### src/design/ppou_pkg.sv
// Shared types, constants and the arctangent table of the pose composition pipeline.
package ppou_pkg;

	localparam int unsigned ATAN_ENTRIES = 24;
	localparam int unsigned CORDIC_W = 34;
	localparam logic signed [CORDIC_W-1:0] INV_GAIN = 34'sd652032874;

	typedef struct packed {
		logic signed [31:0]         px;
		logic signed [31:0]         py;
		logic signed [31:0]         dx;
		logic signed [31:0]         dy;
		logic [15:0]                heading;
		logic                       flip;
		logic signed [CORDIC_W-1:0] cx;
		logic signed [CORDIC_W-1:0] cy;
		logic [31:0]                z;
	} pipe_t;

	function automatic logic [31:0] atan_entry(input int unsigned idx);
		logic [31:0] v;
		unique case (idx)
			0: v = 32'h20000000;
			1: v = 32'h12E4051E;
			2: v = 32'h09FB385B;
			3: v = 32'h051111D4;
			4: v = 32'h028B0D43;
			5: v = 32'h0145D7E1;
			6: v = 32'h00A2F61E;
			7: v = 32'h00517C55;
			8: v = 32'h0028BE53;
			9: v = 32'h00145F2F;
			10: v = 32'h000A2F98;
			11: v = 32'h000517CC;
			12: v = 32'h00028BE6;
			13: v = 32'h000145F3;
			14: v = 32'h0000A2FA;
			15: v = 32'h0000517D;
			16: v = 32'h000028BE;
			17: v = 32'h0000145F;
			18: v = 32'h00000A30;
			19: v = 32'h00000518;
			20: v = 32'h0000028C;
			21: v = 32'h00000146;
			22: v = 32'h000000A3;
			23: v = 32'h00000051;
			default: v = 32'h00000000;
		endcase
		return v;
	endfunction

endpackage

### src/design/ppou_cordic_stage.sv
// One registered CORDIC micro-rotation stage with its own valid bit.
module ppou_cordic_stage
	import ppou_pkg::*;
#(
	parameter int unsigned SHIFT = 0
) (
	input  logic  clk,
	input  logic  arst_n,
	input  logic  up_valid,
	output logic  up_ready,
	input  pipe_t up_data,
	output logic  dn_valid,
	input  logic  dn_ready,
	output pipe_t dn_data
);

	localparam logic [31:0] ATAN = atan_entry(SHIFT);

	logic  valid_s;
	pipe_t stage_s;
	pipe_t next;
	logic signed [CORDIC_W-1:0] xs;
	logic signed [CORDIC_W-1:0] ys;

	assign up_ready = !valid_s || dn_ready;
	assign dn_valid = valid_s;
	assign dn_data  = stage_s;

	always_comb begin
		next = up_data;
		xs = up_data.cx >>> SHIFT;
		ys = up_data.cy >>> SHIFT;
		if (!up_data.z[31]) begin
			next.cx = up_data.cx - ys;
			next.cy = up_data.cy + xs;
			next.z  = up_data.z - ATAN;
		end else begin
			next.cx = up_data.cx + ys;
			next.cy = up_data.cy - xs;
			next.z  = up_data.z + ATAN;
		end
	end

	always_ff @(posedge clk or negedge arst_n) begin
		if (!arst_n) begin
			valid_s <= 1'b0;
		end else if (up_ready) begin
			valid_s <= up_valid;
		end
	end

	always_ff @(posedge clk) begin
		if (up_ready && up_valid) begin
			stage_s <= next;
		end
	end

endmodule

### config.mk
export PLATFORM = sky130hd
export DESIGN_NAME = ppou_cordic_stage
export DESIGN_NICKNAME = d
export VERILOG_FILES = /design/src/design/ppou_pkg.sv /design/src/design/ppou_cordic_stage.sv
export SDC_FILE = /design/constraint.sdc
export NUM_CORES = 1
export LEC_CHECK = 0
export BUFFER_PORTS_ARGS = -buffer_cell sky130_fd_sc_hd__buf_4
export CORE_UTILIZATION = 23
export CTS_CLUSTER_DIAMETER = 150
export CTS_CLUSTER_SIZE = 25
export DETAILED_ROUTE_END_ITERATION = 16
export PLACE_DENSITY_LB_ADDON = 0.08
export SYNTH_ARGS = -nofsm -noshare
export SYNTH_HDL_FRONTEND = slang
export SYNTH_SLANG_ARGS = --single-unit
### constraint.sdc
create_clock -name clk -period 9.84 [get_ports clk]
set_input_delay 0.492 -clock clk [delete_from_list [all_inputs] [get_ports clk]]
set_output_delay 0.492 -clock clk [all_outputs]
set_load 0.01 [all_outputs]
==> reports/results.ini, run 1 <==
[run_status]
status = finished clean

[timing]
hold_violations = 0
grt_setup_unrepaired = no
tightest_slew_ns = 1.01
finalMaxSlewViolations = 0
setup_viol = 0
finalCriticalPeriod_ns = 3.80
max_freq_mhz = 263
fin_tns_setup_ns = 0
max_slew_margin_pct = 32.4
timing.final.crit_share_pct = 38.6
finClkSkew_ns = 0.0269

[detailed_routing]
vias_per_cell = 4.48
ant_nets = 0
routed_wl_um = 55700
firstDrtPassIters = 5
drt_drc_violations_left = 0
drtIter0Drc = 663
routed-via-count = 10602
routedWlPerCell_um = 23.6

[floorplanning]
design.core.area_mm2 = 0.0564
die_area_mm2 = 0.0581
die_h_um = 241
ioPinCount = 496
rows = 87
initial_core_util_pct = 23.3
die_width_um = 241

[setup_path]
cpMaxStageDelayCell = or4_1
critical_path.top_delay_family = compound AO/OA/AOI/OAI gates
crit_start = up_data[44]
rr_startpoint = dn_valid
rrSetupSlack_ns = 6.66
worstPathRequired_ns = 10.12
worstPathMaxFanout = 13
worstPathArrival_ns = 4.07
worst_setup_path_start_kind = primary input
path_buf_inv = 3
end_kind = flip-flop
crit_chain = buf_4 > inv_1 > ha_1 > inv_1 > or4_1 > a311oi_1 > nor3_1 > a31oi_1 > a21oi_1 > o31ai_1 > o211ai_1 > xnor2_1
worst_path_most_repeated_cell = inv_1
crit_type = in2reg
cpPeakStageDelay_ns = 0.62

[clocking]
clkSinkCount = 245
cts_root_buf = clkbuf_16
cts_max_level = 1
path_clk_slew_ns = 0.11
cts_inserted_buffers = 14
cts_resized = 0
clk_latency_ns = 0.53
cts_tree = done
cts_buffer_depth = 3

[logic_synthesis]
yosys_warnings = 0
avgSynthCellArea_um2 = 11.7
synth_area_leaders = edfxtp_1 (56%), ha_1 (9.4%), a21oi_1 (4.0%), xnor2_1 (3.8%), inv_1 (2.9%)
synth-edff-count = 244
synthArstFlopShare_pct = 0.408
syn_inst = 1126
synth_cell_types = 72
netlist.area_leader.share_pct = 55.8
syn_nets = 1478
ys.flop_type = edfxtp_1
synth-seq-cells = 245
syn-cell-area_mm2 = 0.0131
ys_seq_area_share_pct = 56.0
yosys.area.top_type = edfxtp_1

[layout]
fin_nets = 1951
instances_no_fill = 2366
drive_above_1_share_pct = 33.3
syn2layout_area_growth_pct = 37.8

[global_routing]
grt_max_degree = 76
grt_pass1_vias = 10528
grt.overflow.total = 0
grt_use_total_pct = 18.1
grt_pass1_wl_um = 75500
antenna_found_initial = 6

[flow_run]
cap_violations = 0

[hold_path]
min_from = up_data[202]
hp-class = in2reg

[placed_design]
globalplace.congestion = 0.869
dp.cells = 2338
io_buffers = 495
dp_hpwl_um = 45300

[pwr]
ir_drop_uv = 85.7
leakagePower_nw = 7.65
power-per-cell-area_mw_per_mm2 = 146

==> synthesized netlist by cell type (3+ instances only) <==
library cell	n
a211oi_1	6
a2111oi_0	5
ha_1	99
mux2i_1	16
xor2_1	8
clkinv_1	3
and3_1	7
a21o_1	21
o21ai_0	64
clkbuf_1	23
inv_1	103
buf_2	7
nand2_1	49
a311oi_1	5
o21ai_1	4
nand3_1	17
o41ai_1	4
buf_4	4
a21oi_1	106
nor2b_1	12
o21bai_1	12
o21a_1	10
a221oi_1	3
nand4_1	11
a21boi_0	3
o211ai_1	11
fa_1	4
xnor2_1	57
buf_1	10
o31ai_1	10
nor3_1	16
o41ai_2	3
nor2_1	77
or3_1	6
o22ai_1	3
edfxtp_1	244
or2_2	3
and2_1	6
nand3b_1	3
a31oi_1	16
nand2b_1	15
==> timing repair <==
| action | in CTS | in global routing |
|---|---|---|
| buffers inserted | 0 | 0 |
| hold buffers | 1 | 0 |
| hold endpoints to repair | 1 | 0 |
==> path summary, 6_finish.rpt <==
check | end | depth (start not counted)
min reg2reg | dn_valid | 2
min in group asynchronous | dn_valid | 2
max in group asynchronous | dn_valid | 2
min | dn_data[202] | 1
max | dn_data[65] | 12
max reg2reg | dn_data[118] | 4
==> cell type report <==
cell class	count	area [um^2]
diodes	3	7.51
clock buffers	20	394
clock inverters	4	40.0
fillers	5920	38300
inverters	108	405
multi-input cells	729	5190
flip-flops and latches	245	7350
well taps	756	946
repair buffers	501	3760
==> through the flow <==
stage	util [%]	cell area (um^2)	power [mW]	worst slack, ns	hold slack [ns]
detailed placement	31.3	17600	1.99	5.71	0.272
finish	32.1	18100	2.64	6.04	0.127
global route	32.1	18100	2.77	6.05	0.0804
global placement	31.3	17600	2.00	5.69	0.272
CTS	32.1	18100	2.69	6.29	0.0811
floorplan	-	13100	1.66	2.94	0.196
==> layout by cell type, fill, tap and decap left out, types with 21 or more instances in the layout <==
master | Yosys | final
xnor2_1 | 57 | 57
o21ai_0 | 64 | 64
a21oi_1 | 106 | 106
nor2_1 | 77 | 77
nand2_1 | 49 | 49
edfxtp_1 | 244 | 244
a21o_1 | 21 | 21
buf_4 | 4 | 500
ha_1 | 99 | 99
inv_1 | 103 | 103
==> state kept, by name, summed over array words and instances (netlist names) <==
signal and cells:
dn_data 244, dn_valid 1
==> power breakdown <==
group	leakage (nW)	total, mW	switching [mW]	internal, mW
registers	2.33	1.28	0.0246	1.25
clock network	0.210	0.669	0.378	0.291
logic	5.10	0.690	0.401	0.290
==> logic make-up (layout without fill, tap and decap cells) <==
group	Yosys count	count (layout)	synth area share, %
buffers and inverters	152	633	4.53
AND/OR/NAND/NOR	232	232	8.51
AO/OA/AOI/OAI	313	313	15.4
adder cells (fa/ha/maj)	103	103	10.0
flip-flops	245	245	56.0
multiplexers	16	16	1.22
other	0	3	0
XOR/XNOR	65	65	4.33
==> metal layers <==
| layer | global-route usage (%) | routed length (um) |
|---|---|---|
| met1 | 20.2 | 21000 |
| met2 | 33.2 | 29100 |
| met3 | 5.19 | 4330 |
| met4 | 5.20 | 1360 |
| met5 | 0 | 0 |
==> worst register-to-register path, stage by stage (launching register included) <==
cell and delay (ns):
dfrtp_1 0.39, nand2b_1 0.16, and2_4 0.62, buf_4 0.72
buf_4 0.89
Note: power is estimated with default switching activity, not from simulation.
==> run 2: changes to the inputs <==
Clock period 9.84 ns to 3.11 ns, I/O delays scaled along.
==> reports/results.ini, run 2 (synthesis results as in run 1) <==
[setup_path]
worstPathMaxFanout = 9  ; was 13
worst_setup_path_start_kind = primary input  ; unchanged
cpPeakStageDelay_ns = 0.55  ; was 0.62 ns
cpMaxStageDelayCell = or4_1  ; unchanged
end_kind = flip-flop  ; unchanged
worstPathArrival_ns = 3.11  ; was 4.07 ns
crit_start = up_data[41]  ; was up_data[44]
crit_type = in2reg  ; unchanged
rr_startpoint = dn_valid  ; unchanged
crit_chain = buf_4 > inv_1 > ha_1 > inv_2 > buf_4 > or4_1 > a311oi_1 > nor3_1 > a31oi_1 > a21oi_1 > o31ai_1 > o211ai_1 > xnor2_1  ; was buf_4 > inv_1 > ha_1 > inv_1 > or4_1 > a311oi_1 > nor3_1 > a31oi_1 > a21oi_1 > o31ai_1 > o211ai_1 > xnor2_1
worst_path_most_repeated_cell = buf_4  ; was inv_1
worstPathRequired_ns = 3.40  ; was 10.12 ns

[detailed_routing]
firstDrtPassIters = 5  ; unchanged
ant_nets = 0  ; unchanged
drtIter0Drc = 768  ; was 663
vias_per_cell = 4.42  ; was 4.48
routed-via-count = 11742  ; was 10602
routed_wl_um = 56600  ; was 55700 um
drt_drc_violations_left = 0  ; unchanged
routedWlPerCell_um = 21.3  ; was 23.6 um

[timing]
finClkSkew_ns = 0.0196  ; was 0.0269 ns
timing.final.crit_share_pct = 90.7
tightest_slew_ns = 0.726  ; was 1.01 ns
max_slew_margin_pct = 51.3  ; was 32.4%
setup_viol = 0  ; unchanged
hold_violations = 0  ; unchanged
grt_setup_unrepaired = no  ; unchanged
fin_tns_setup_ns = 0  ; unchanged
finalCriticalPeriod_ns = 2.82
finalMaxSlewViolations = 0  ; unchanged
max_freq_mhz = 354
holdWs_ns = 0.0855  ; was 0.127 ns

[layout]
drive_above_1_share_pct = 34.0  ; was 33.3%
fin_util_pct = 36.9  ; was 32.1%
syn2layout_area_growth_pct = 58.3  ; was 37.8%
fillers = 5680  ; was 5920
largest_reg_flops = 244  ; unchanged
mostFrequentLayoutCells = buf_4 (603), edfxtp_1 (244), dlygate4sd3_1 (180), a21oi_1 (106), inv_1 (103)  ; was buf_4 (500), edfxtp_1 (244), a21oi_1 (106), inv_1 (103), ha_1 (99)
final_common_cell = buf_4  ; unchanged
fin_nets = 2238  ; was 1951
instances_no_fill = 2655  ; was 2366

[global_routing]
grt_pass1_wl_um = 78700  ; was 75500 um
grt.overflow.total = 0  ; unchanged
grt_pass1_vias = 11720  ; was 10528
antenna_found_initial = 4  ; was 6
grt_use_total_pct = 18.5  ; was 18.1%
grt_max_degree = 61  ; was 76

[clocking]
cts_hold_buf = 180  ; was 1
cts_inserted_buffers = 15  ; was 14
post_cts_buffers = 0  ; unchanged
cts_tree = done  ; unchanged
cts_max_level = 1  ; unchanged
cts_root_buf = clkbuf_16  ; unchanged
cts_resized = 0  ; unchanged
cts_buffer_depth = 3  ; unchanged
path_clk_slew_ns = 0.11  ; about the same
clk_latency_ns = 0.53  ; about the same
clkSinkCount = 245  ; unchanged

[floorplanning]
die_width_um = 241  ; unchanged
initial_core_util_pct = 23.3  ; unchanged
ioPinCount = 496  ; unchanged
rows = 87  ; unchanged
die_h_um = 241  ; unchanged
design.core.area_mm2 = 0.0564  ; unchanged
die_area_mm2 = 0.0581  ; unchanged

[flow_run]
cap_violations = 0  ; unchanged

[placed_design]
globalplace.congestion = 0.837  ; was 0.869
dp_hpwl_um = 45700  ; was 45300 um
io_buffers = 495  ; unchanged
dp.cells = 2445  ; was 2338

[pwr]
power-per-cell-area_mw_per_mm2 = 427  ; was 146 mW/mm^2
leakagePower_nw = 8.94  ; was 7.65 nW
ir_drop_uv = 327  ; was 85.7 uV

[hold_path]
hp-class = in2reg  ; unchanged
min_from = up_data[66]  ; was up_data[202]

[run_status]
status = finished clean  ; unchanged

run 2: cell type report:
type / count / area (um^2) / area share, %
diodes: 4 / 10.0 / 0.0481
clock inverters: 5 / 70.1 / 0.337
repair buffers: 787 / 6410 / 30.8
inverters: 108 / 405 / 1.95
multi-input cells: 729 / 5190 / 25.0
flip-flops and latches: 245 / 7350 / 35.4
clock buffers: 21 / 408 / 1.96
well taps: 756 / 946 / 4.55
run 2: report_power, final:
group | switching, mW | internal (mW) | leakage, nW
Sequential | 0.0719 | 3.96 | 2.33
Combinational | 1.36 | 1.22 | 6.38
Clock | 1.29 | 0.978 | 0.231
run 2: path summary, 6_finish.rpt:
| path | cells past startpoint | slack, ns | endpoint |
|---|---|---|---|
| max | 13 | 0.29 | dn_data[65] |
| min | 3 | 0.09 | dn_data[66] |
| max reg2reg | 3 | 1.13 | dn_data[49] |
| min in group asynchronous | 3 | 0.48 | dn_valid |
| min reg2reg | 2 | 1.13 | dn_data[116] |
| max in group asynchronous | 3 | 2.53 | dn_valid |
run 2: through the flow:
| stage | instance area [um^2] | setup slack [ns] | total power [mW] |
|---|---|---|---|
| final | 20800 | 0.288 | 8.89 |
| after detailed placement | 18500 | -0.284 | 6.50 |
| after floorplan | 13100 | 0.355 | 5.21 |
| after global placement | 18500 | -0.297 | 6.51 |
| after CTS | 20800 | 0.308 | 9.06 |
| after global routing | 20800 | 0.143 | 9.33 |
run 2: per-layer routing:
layer  GRT usage [%]  vias up  wire (um)
met4            4.39        0       1240
met3            4.92       45       4260
met5               0        -          0
met2            34.0      393      29400
li1                -     5616          -
met1            21.1     5688      21700
run 2: worst max-delay path, delay by kind of cell:
kind | cells | cell delay [ns]
fa+ha+maj | 1 | 0.47
buf+inv | 4 | 0.34
compound gates | 5 | 1.26
simple gates | 2 | 0.72
xor+xnor | 1 | 0.15
